### src/tksd_pkg.sv
// ----------------------------------------------------------------------------
// Terminal key sequence decoder package
// Shared types, byte constants and key codes for the decoder and its top level.
// ----------------------------------------------------------------------------
package tksd_pkg;

    localparam int SEQ_BYTES = 7;

    localparam int IN_DATA_W  = 64;
    localparam int OUT_DATA_W = 16;

    localparam logic [7:0] ESC_BYTE   = 8'h1b;
    localparam logic [7:0] CSI_BYTE   = 8'h5b;
    localparam logic [7:0] TILDE_BYTE = 8'h7e;
    localparam logic [7:0] SEMI_BYTE  = 8'h3b;
    localparam logic [7:0] CTRL_BIAS  = 8'h60;
    localparam logic [7:0] TAB_BYTE   = 8'h09;
    localparam logic [7:0] ENTER_BYTE = 8'h0d;
    localparam logic [7:0] DEL_BYTE   = 8'h7f;

    localparam logic [6:0] EXT_UP     = 7'd1;
    localparam logic [6:0] EXT_INSERT = 7'd5;
    localparam logic [6:0] EXT_DELETE = 7'd6;
    localparam logic [6:0] EXT_PGUP   = 7'd7;
    localparam logic [6:0] EXT_PGDOWN = 7'd8;
    localparam logic [6:0] EXT_END    = 7'd9;
    localparam logic [6:0] EXT_HOME   = 7'd10;

    typedef struct packed {
        logic [SEQ_BYTES-1:0][7:0] seq_b;
        logic [2:0]                valid_count;
    } key_group_t;

    typedef struct packed {
        logic       extended_key;
        logic       function_key;
        logic       mod_shift;
        logic       mod_alt;
        logic       mod_ctrl;
        logic       is_printable;
        logic [6:0] key_code;
    } key_result_t;

endpackage

### src/tksd_decode.sv
// ----------------------------------------------------------------------------
// Terminal key sequence decoder: byte group decode
// Combinational decode of one masked byte group into a key code and flags.
// ----------------------------------------------------------------------------
module tksd_decode (
    input  tksd_pkg::key_group_t  group_in,
    output tksd_pkg::key_result_t result_out
);
    import tksd_pkg::*;

    logic [SEQ_BYTES-1:0][7:0] b;

    always_comb begin
        for (int i = 0; i < SEQ_BYTES; i++) begin
            b[i] = (3'(i) < group_in.valid_count) ? group_in.seq_b[i] : 8'h00;
        end
    end

    always_comb begin
        logic [7:0] c0;
        logic [7:0] c1;
        logic [7:0] c2;
        logic [7:0] c3;
        logic [7:0] c4;
        logic [7:0] c5;
        logic [7:0] c6;
        c0 = b[0];
        c1 = b[1];
        c2 = b[2];
        c3 = b[3];
        c4 = b[4];
        c5 = b[5];
        c6 = b[6];
        result_out = '0;
        if (c0 != ESC_BYTE) begin
            if (c0 >= 8'h01 && c0 <= 8'h1a) begin
                result_out.key_code = c0[6:0];
                if (c0 == TAB_BYTE) begin
                    result_out.is_printable = 1'b1;
                end else if (c0 != ENTER_BYTE) begin
                    result_out.mod_ctrl = 1'b1;
                    result_out.key_code = 7'(c0 + CTRL_BIAS);
                end
            end else if (c0 >= 8'h20 && c0 <= DEL_BYTE) begin
                result_out.key_code     = c0[6:0];
                result_out.is_printable = (c0 != DEL_BYTE);
            end
        end else if (c1 == 8'h00) begin
            result_out.key_code = ESC_BYTE[6:0];
        end else if (c1 >= 8'h27 && c1 <= 8'h5a) begin
            if ((c1 <= 8'h2b) || (c1 >= 8'h41 && c1 <= 8'h4f && c2 == 8'h00) ||
                (c1 >= 8'h50)) begin
                result_out.key_code  = c1[6:0];
                result_out.mod_alt   = 1'b1;
                result_out.mod_shift = 1'b1;
            end else if (c1 == 8'h4f && c2 >= 8'h50 && c2 <= 8'h53) begin
                result_out.function_key = 1'b1;
                result_out.key_code     = 7'(c2 - 8'h4f);
            end
        end else if (c1 == CSI_BYTE) begin
            if (c2 == 8'h31) begin
                if (c3 >= 8'h35 && c3 <= 8'h39) begin
                    result_out.function_key = 1'b1;
                    result_out.key_code = (c3 == 8'h35) ? 7'd5 : 7'(c3 - 8'h31);
                    if (c4 != TILDE_BYTE) begin
                        if (c4 == SEMI_BYTE && c5 == 8'h32 && c6 == TILDE_BYTE) begin
                            result_out.mod_shift = 1'b1;
                        end else begin
                            result_out.key_code = 7'd0;
                        end
                    end
                end else if (c3 == SEMI_BYTE && c4 == 8'h32) begin
                    result_out.mod_shift = 1'b1;
                    if (c5 >= 8'h41 && c5 <= 8'h44) begin
                        result_out.extended_key = 1'b1;
                        result_out.key_code     = 7'(c5 - 8'h40);
                    end else if (c5 >= 8'h50 && c5 <= 8'h53) begin
                        result_out.function_key = 1'b1;
                        result_out.key_code     = 7'(c5 - 8'h4f);
                    end
                end
            end else if (c2 == 8'h32) begin
                if (c3 == 8'h30 || c3 == 8'h31 || c3 == 8'h34) begin
                    result_out.function_key = 1'b1;
                    result_out.key_code = (c3 == 8'h34) ? 7'd12 : 7'(c3 - 8'h27);
                    if (c4 == SEMI_BYTE && c5 == 8'h32 && c6 == TILDE_BYTE) begin
                        result_out.mod_shift = 1'b1;
                    end else if (c4 != TILDE_BYTE) begin
                        result_out.key_code = 7'd0;
                    end
                end else if (c3 == TILDE_BYTE) begin
                    result_out.extended_key = 1'b1;
                    result_out.key_code     = EXT_INSERT;
                end
            end else if (c2 == 8'h33) begin
                result_out.extended_key = 1'b1;
                if (c3 == SEMI_BYTE && c4 == 8'h32 && c5 == TILDE_BYTE) begin
                    result_out.mod_shift = 1'b1;
                    result_out.key_code  = EXT_DELETE;
                end else if (c3 == TILDE_BYTE) begin
                    result_out.key_code = EXT_DELETE;
                end
            end else if ((c2 == 8'h35 || c2 == 8'h36) && c3 == TILDE_BYTE) begin
                result_out.extended_key = 1'b1;
                result_out.key_code     = (c2 == 8'h35) ? EXT_PGUP : EXT_PGDOWN;
            end else if (c2 >= 8'h41 && c2 <= 8'h48) begin
                result_out.extended_key = 1'b1;
                if (c2 <= 8'h44) begin
                    result_out.key_code = 7'(c2 - 8'h41) + EXT_UP;
                end else if (c2 == 8'h46) begin
                    result_out.key_code = EXT_END;
                end else if (c2 == 8'h48) begin
                    result_out.key_code = EXT_HOME;
                end
            end
        end else if (c1 >= 8'h5c && c1 <= 8'h7c) begin
            result_out.mod_alt  = 1'b1;
            result_out.key_code = c1[6:0];
        end
    end

endmodule

### src/terminal_key_sequence_decoder.sv
// ----------------------------------------------------------------------------
// Terminal key sequence decoder
// Decodes one terminal read of up to seven bytes into a key code and flags.
//
//   Channel   Direction  Payload (from bit 0 up)
//   s_        in         valid_count[2:0], seq_b0 .. seq_b6, zero fill to 64
//   m_        out        key_code[6:0], is_printable, mod_ctrl, mod_alt,
//                        mod_shift, function_key, extended_key, zero fill to 16
//
// A request is registered at the input, decoded combinationally, and its result
// is registered at the output: m_tvalid rises once it moves to the output register.
// One request is taken every cycle while the result side keeps up.
// A stall on m_tready holds the result; the input stage still fills once.
// Reset clears both valid flags.
// ----------------------------------------------------------------------------
module terminal_key_sequence_decoder (
    input  logic                            aclk,
    input  logic                            aresetn,
    input  logic                            s_tvalid,
    output logic                            s_tready,
    // valid_count, seq_b0, seq_b1, seq_b2, seq_b3, seq_b4, seq_b5, seq_b6
    input  logic [tksd_pkg::IN_DATA_W-1:0]  s_tdata,
    output logic                            m_tvalid,
    input  logic                            m_tready,
    // key_code, is_printable, mod_ctrl, mod_alt, mod_shift, function_key,
    // extended_key
    output logic [tksd_pkg::OUT_DATA_W-1:0] m_tdata
);
    import tksd_pkg::*;

    localparam int GROUP_W  = $bits(key_group_t);
    localparam int RESULT_W = $bits(key_result_t);

    logic        in_valid_reg;
    key_group_t  in_group_reg;
    logic        out_valid_reg;
    key_result_t out_result_reg;
    key_result_t decoded;
    logic        out_load;
    logic        in_load;

    assign out_load = !out_valid_reg || m_tready;
    assign in_load  = !in_valid_reg || out_load;
    assign s_tready = in_load;

    always_ff @(posedge aclk) begin
        if (!aresetn) begin
            in_valid_reg <= 1'b0;
        end else if (in_load) begin
            in_valid_reg <= s_tvalid;
        end
    end

    always_ff @(posedge aclk) begin
        if (in_load && s_tvalid) begin
            in_group_reg <= key_group_t'(s_tdata[GROUP_W-1:0]);
        end
    end

    tksd_decode u_decode (
        .group_in   (in_group_reg),
        .result_out (decoded)
    );

    always_ff @(posedge aclk) begin
        if (!aresetn) begin
            out_valid_reg <= 1'b0;
        end else if (out_load) begin
            out_valid_reg <= in_valid_reg;
        end
    end

    always_ff @(posedge aclk) begin
        if (out_load && in_valid_reg) begin
            out_result_reg <= decoded;
        end
    end

    assign m_tvalid = out_valid_reg;
    assign m_tdata  = {{(OUT_DATA_W - RESULT_W){1'b0}}, out_result_reg};

    a_fn_ex_exclusive : assert property (@(posedge aclk) disable iff (!aresetn)
        out_valid_reg |-> !(out_result_reg.function_key && out_result_reg.extended_key))
        else $error("function and extended flags both set");

    a_printable_no_mod : assert property (@(posedge aclk) disable iff (!aresetn)
        (out_valid_reg && out_result_reg.is_printable) |->
        !(out_result_reg.mod_ctrl || out_result_reg.mod_alt || out_result_reg.mod_shift))
        else $error("printable key carries a modifier");

    a_ctrl_letter : assert property (@(posedge aclk) disable iff (!aresetn)
        (out_valid_reg && out_result_reg.mod_ctrl) |->
        (out_result_reg.key_code >= 7'h61 && out_result_reg.key_code <= 7'h7a))
        else $error("control key code out of letter range");

    a_advance : assert property (@(posedge aclk) disable iff (!aresetn)
        (in_valid_reg && out_load) |=> out_valid_reg)
        else $error("decoded request lost between stages");

endmodule
### config.mk
export PLATFORM = sky130hd
export DESIGN_NAME = terminal_key_sequence_decoder
export DESIGN_NICKNAME = d
export VERILOG_FILES = /design/src/tksd_pkg.sv /design/src/tksd_decode.sv /design/src/terminal_key_sequence_decoder.sv
export SDC_FILE = /design/constraint.sdc
export NUM_CORES = 1
export LEC_CHECK = 0
export BUFFER_PORTS_ARGS = -buffer_cell sky130_fd_sc_hd__buf_4
export CAP_MARGIN = 10
export CORE_UTILIZATION = 50
export CTS_BUF_LIST = sky130_fd_sc_hd__clkbuf_8 sky130_fd_sc_hd__clkbuf_16
export DETAILED_ROUTE_END_ITERATION = 12
export MAX_ROUTING_LAYER = met4
export PLACE_DENSITY = 0.8
export REMOVE_ABC_BUFFERS = 1
export SYNTH_ARGS = -nofsm -noshare
export SYNTH_HDL_FRONTEND = slang
export SYNTH_SLANG_ARGS = --single-unit
### constraint.sdc
create_clock -name aclk -period 3.45 [get_ports aclk]
set_input_delay 0.345 -clock aclk [delete_from_list [all_inputs] [get_ports aclk]]
set_output_delay 0.345 -clock aclk [all_outputs]
set_load 0.05 [all_outputs]
# [Word level (Yosys, flattened, before mapping)]
# Cells that the tools add are included.
[totals] ramBits=0 latch_bits=0 register_bits=74 input_bits=68 word_cells=186 n_memories=0 romBits=0 out_inout_bits=18
[op_classes] magnitude_cmp=30 n_div=0 eq_ne=25 reduce_logical=33 mul=0 muxes=70 n_bitwise=3 shifts=0 n_addsub=8
[op_table] operator="$mux W7" n=28
[op_table] operator="$eq A8 B6 Y1 const B" n=13
[op_table] operator="$le A8 B7 Y1 const B" n=9
[op_table] operator="$mux W8" n=9
[op_table] operator="$eq A8 B7 Y1 const B" n=7
[op_table] operator="$ge A8 B7 Y1 const B" n=7
[op_table] operator="$sub A7 B7 Y7 const B" n=4
[op_table] operator="$ge A8 B6 Y1 const B" n=3
[op_table] operator="$mux W1" n=22
[op_table] operator="$logic_and A1 B1 Y1" n=19
[op_table] operator="$le A8 B6 Y1 const B" n=2
[op_table] operator="$logic_not A8 Y1" n=2
[op_table] operator="$ne A8 B7 Y1 const B" n=2
[op_table] operator="$mux W3" n=5
[op_table] operator="$sub A7 B6 Y7 const B" n=2
[op_table] operator="$lt A3 B3 Y1 const A" n=3
[op_table] operator="$eq A8 B4 Y1 const B" n=1
[op_table] operator="$ge A8 B1 Y1 const B" n=1
[op_table] operator="$le A8 B5 Y1 const B" n=1
[op_table] operator="$mux W2" n=4
[op_table] operator="$mux W4" n=2
[op_table] operator="$ne A8 B4 Y1 const B" n=1
[op_table] operator="$ne A8 B5 Y1 const B" n=1
[op_table] operator="$add A7 B1 Y7 const B" n=1
[op_table] operator="9 further kinds" n=20

# [Depth between registers and ports, before layout]
[logic_depth] ltp_word=15 depth_mapped=13 mapped_depth_nobuf=11

# [By module]
# From an unflattened synthesis, not the netlist that was laid out.
[hier_totals] cells_unflattened=380 hier_area_um2=4269.1
[modules_own_cells] mod="terminal_key_sequence_decoder" instances=1 seq_area_each_um2=2202.1 area_per_inst_um2=2292.2 cells_each=85
[modules_own_cells] mod="tksd_decode" instances=1 seq_area_each_um2=0.0 area_per_inst_um2=1976.9 cells_each=295

# [Least setup slack after synthesis]
# OpenSTA, ideal clock, no wires.
[synth_path] path_kind="reg-to-reg" startpoint="reg in_group_reg[2] (netlist bit)" endpoint="reg out_result_reg, in the netlist m_tdata[1] (data pin)" required_ps=3298 path_stages_with_launch=13 setup_time_ps=152 arrival_time_ps=2861 period_less_slack_ps=3013 path_buffers=2 path_slack_ps=437 cell_sequence="edfxtp_1 -> buf_2 -> clkbuf_1 -> nand2_1 -> inv_1 -> ha_1 -> and4bb_2 -> nand4_1 -> or3_1 -> a311oi_1 -> nand2_1 -> a311o_1 -> a31oi_1"
[synth_rtl] element="start, declared" line_no="terminal_key_sequence_decoder.sv:35" source="key_group_t in_group_reg;"
[synth_rtl] element="start signal, assigned" line_no="terminal_key_sequence_decoder.sv:56" source="in_group_reg <= key_group_t'(s_tdata[GROUP_W-1:0]);"
[synth_rtl] element="end signal, assigned" line_no="terminal_key_sequence_decoder.sv:75" source="out_result_reg <= decoded;"
[synth_rtl] element="end, declared" line_no="terminal_key_sequence_decoder.sv:37" source="key_result_t out_result_reg;"

==> implementation parameters <==
Parameter                              Value

Clock network
  Post-CTS setup repair buffer count ... 0
  Number of clock sinks ... 74
  Insertion delay to the later sink of the worst-skew pair ... 0.36 ns
  Cts hold-fix bufs ... 0
  Number of gates resized after cts ... 0
  TritonCTS clock tree ... yes
  TritonCTS buffer count ... 9
  Clock edge transition at the registers on the reported setup and hold paths ... 0.09 ns
  H-Tree Level Count ... 3
  CTS max path bufs ... 2
  Root Buffer Master ... clkbuf_8

Power
  Switching power summed over all nets ... just under 600 uW
  Design internal power ... 1520 uW
  Worst voltage drop across the vdd grid ... 291 uV
  Relative contribution of the clock network to total power ... a little over a third
  Static power due to leakage ... 0.00191 uW
  Pwr dens ... about 410 nW/um^2
  Sequential fraction of design power ... 52.0%
  Comb power frac ... 13.2%
  Switch share ... 27.6%

Yosys
  Sequential share of the synthesized area ... 52.2%
  Top cells by area in the synthesized netlist ... edfxtp_1 51%, ha_1 4.1%, nand2_1 2.5%, o211ai_1 2.1%, a21oi_1 2.0%
  Cell count after synthesis ... ~390
  Total of warnings raised by yosys ... 0
  Number of flip-flops and latches in the synthesized netlist ... 74
  Cell type contributing the most total cell area after synthesis ... edfxtp_1
  Area share of the largest cell type after synthesis ... about 51%
  Number of flops mapped to enable cells by yosys ... 72
  Area of the mapped netlist ... between 4000 and 5000 sq um
  Post-Synthesis Mean Instance Area ... 11.0 sq um
  Predominant post-synthesis flop cell ... edfxtp_1
  Share of synthesized flip-flops with an asynchronous set or reset ... 0%
  Post-synth cell types ... 72

Timing
  Final setup slack of the worst path ... around 0.37 ns
  Headroom to the max-slew limit ... between 20% and 30%
  Number of hold violations in the final report ... 0
  Min Hold Slack ... 0.153 ns
  Unrepaired setup endpoints after global routing ... no
  Skew final ... 0.00877 ns
  Achievable frequency ... approximately 0.32 GHz
  Period minus WS final ... 3.08 ns
  Count of final setup violators ... 0
  Worst slew pin tran ... 1.11 ns
  Share of the clock period used by the worst path after layout ... ~89%
  Final slew viol count ... 0
  Total Negative Setup Slacks ... 0 ns

Global route
  Number of antenna violations at the first check in global routing ... 0
  Pin count of the biggest net entering global routing ... between 40 and 50
  Overall overflow remaining after global route ... 0
  Met1 demand-to-capacity share in global routing ... 33.9%
  Global-route wire length before repair ... roughly 16,000 microns
  Aggregate global-route resource usage ... between 20% and 30%
  GRT busiest layer ... met2
  Global-route track usage on met3 ... between 4 and 5%
  Met2 usage ... 37.0%
  Vias in the first global route ... 3,327

Layout
  Count of inserted antenna diode cells ... 0
  Core Util, Final ... 63.0%
  Largest register FFs ... 59
  Final #Nets ... 551
  Layout overhead on the synthesized area ... 22.0%
  Share of cells above drive strength 1 ... 25.1%

Setup path
  Maximum net fanout on the critical path ... 9
  Crit path DAT ... 3.18 ns
  Kind of end point of the critical path ... flop
  Maximum single-stage delay on the critical path ... 0.53 ns
  Worst Reg-to-Reg Cells ... 11
  Critical-path top delay cell ... edfxtp_1
  Worst Path Required ... 3.55 ns
  Reg2reg end ... m_tdata[0]
  R2R Path Start ... in_group_reg[2]
  Sort of element at the start of the critical path ... flop
  Cells traversed along the worst timing path ... a21o_1 -> and2_1 -> inv_1 -> ha_1 -> or3b_2 -> o221a_2 -> o21ai_0 -> nor2_1 -> a311oi_1 -> a211o_1 -> a31oi_1
  Critical Setup Path Class ... flop to flop
  Internal reg-to-reg setup slack ... between 0.3 and 0.4 ns

Floorplanning
  Num rows ... 33
  Initial Utilization ... 51.6%
  Y dimension of the die ... 93.9 microns
  Total die area ... between 8000 and 9000 sq um
  Top-level I/O count ... 86
  Standard cell core area ... 8180 sq um
  Die X-Extent ... 93.9 microns

Routing
  Post-route DRC violation count ... 0
  Initial DRC count ... 240
  Antenna-violating nets left ... 0
  Routed wire per std cell ... approximately 17 microns
  1st-pass router iterations ... 5
  Via count of the routed design ... 3,542
  Vias per cell ... 6.12
  Post-Route WL ... 9950 microns

Worst hold path
  Hold-critical path endpoint ... in_group_reg[58]
  Worst hold path type ... input port to flop
  Worst hold path depth ... 1
  Critical hold path startpoint ... s_tdata[58]

Status
  Run status ... completed

Placed design
  Routability congestion estimate from global placement ... 0.903
  Placement Setup Slack ... 0.440 ns
  Input/output buffers ... 77
  Half-perimeter wire length of the detailed placement result ... 7430 microns

Flow run
  Number of max-cap violations ... 0
==> cell usage in the layout (no fill, tap or decap), types with 6 or more instances in the layout <==
cell type,n
clkbuf_8,9
a21oi_1,17
buf_4,87
a31oi_1,7
edfxtp_1,72
nor3_1,12
ha_1,14
nand3_1,17
nand2_1,28
nor2_1,21
nor2b_1,9
nor4_1,12
inv_1,16
or4_1,6
o21ai_0,15
nand4_1,8
o211ai_1,12
==> synth_stat cells, drive strengths merged (3+ instances only) <==
library cell and count:
nor2b 9, or4 7, nand2 28, inv 16, or2 4, nand3b 5, nor3 12, or3 6
ha 14, nand4b 4, and2 5, nor2 21, nand4 8, clkbuf 9, o2111ai 3, a21oi 17
buf 7, a21o 4, nor3b 4, o211a 3, a31oi 7, nand2b 5, nor4 12, and4b 3
a211o 3, edfxtp 72, o21a 3, o21ai 15, o211ai 12, nand3 18
==> worst max path at each step <==
stage	startpoint	endpoint	slack (ns)	cells after the start
CTS	in_group_reg[2]	m_tdata[0]	0.41	11
detailed placement	in_group_reg[2]	m_tdata[0]	0.44	11
finish	in_group_reg[2]	m_tdata[0]	0.37	11
global route	in_group_reg[2]	m_tdata[2]	0.14	11
global placement	in_group_reg[2]	m_tdata[0]	0.48	11
floorplan	m_tvalid	in_group_reg[0]	0.48	3
==> per-layer routing <==
layer	up-vias	routed length, microns
met5	-	0
met4	0	140
met3	13	672
met2	156	4720
met1	1679	4420
li1	1694	-
==> power by group through the flow <==
stage | sequential [uW] | combinational (uW) | clock, uW
after floorplan | 1140 | 130 | 0
after global placement | 1110 | 266 | 0
after detailed placement | 1110 | 273 | 0
after CTS | 1090 | 275 | 743
after global routing | 1100 | 302 | 770
final | 1100 | 277 | 733
==> kinds of logic (layout without fill, tap and decap cells) <==
family                   Yosys count  count (layout)  share of synthesized area (%)
AND/OR/NAND/NOR                  161             161                           22.3
AO/OA/AOI/OAI                    100             100                           17.3
flip-flops                        74              74                           52.2
buffers and inverters             32             119                           3.35
adder cells (fa/ha/maj)           14              14                           4.15
XOR/XNOR                           2               2                          0.415
other                              1               3                         0.0888
multiplexers                       1               1                          0.237
==> layout make-up <==
class	count	area, sq um
Fill cell	674	3030
Sequential cell	74	2200
Multi-Input combinational cell	281	1890
Timing Repair Buffer	87	653
Tap cell	105	131
Clock buffer	9	124
Clock inverter	7	92.6
Inverter	16	60.1
==> worst max-delay path: cells and delay by family (launching register included) <==
family | cells | cell delay, ns
flops | 1 | 0.53
simple gates | 3 | 0.85
fa+ha+maj | 1 | 0.23
buf+inv | 1 | 0.09
compound gates | 6 | 1.13
==> stage by stage <==
stage               power, uW  instances  instance area, sq um
floorplan                1270        371                  4150
global placement         1380        563                  4930
detailed placement       1390        563                  4930
CTS                      2110        579                  5150
global route             2180        579                  5150
finish                   2110        579                  5150
No activity file was read; power rests on OpenSTA's default activity.
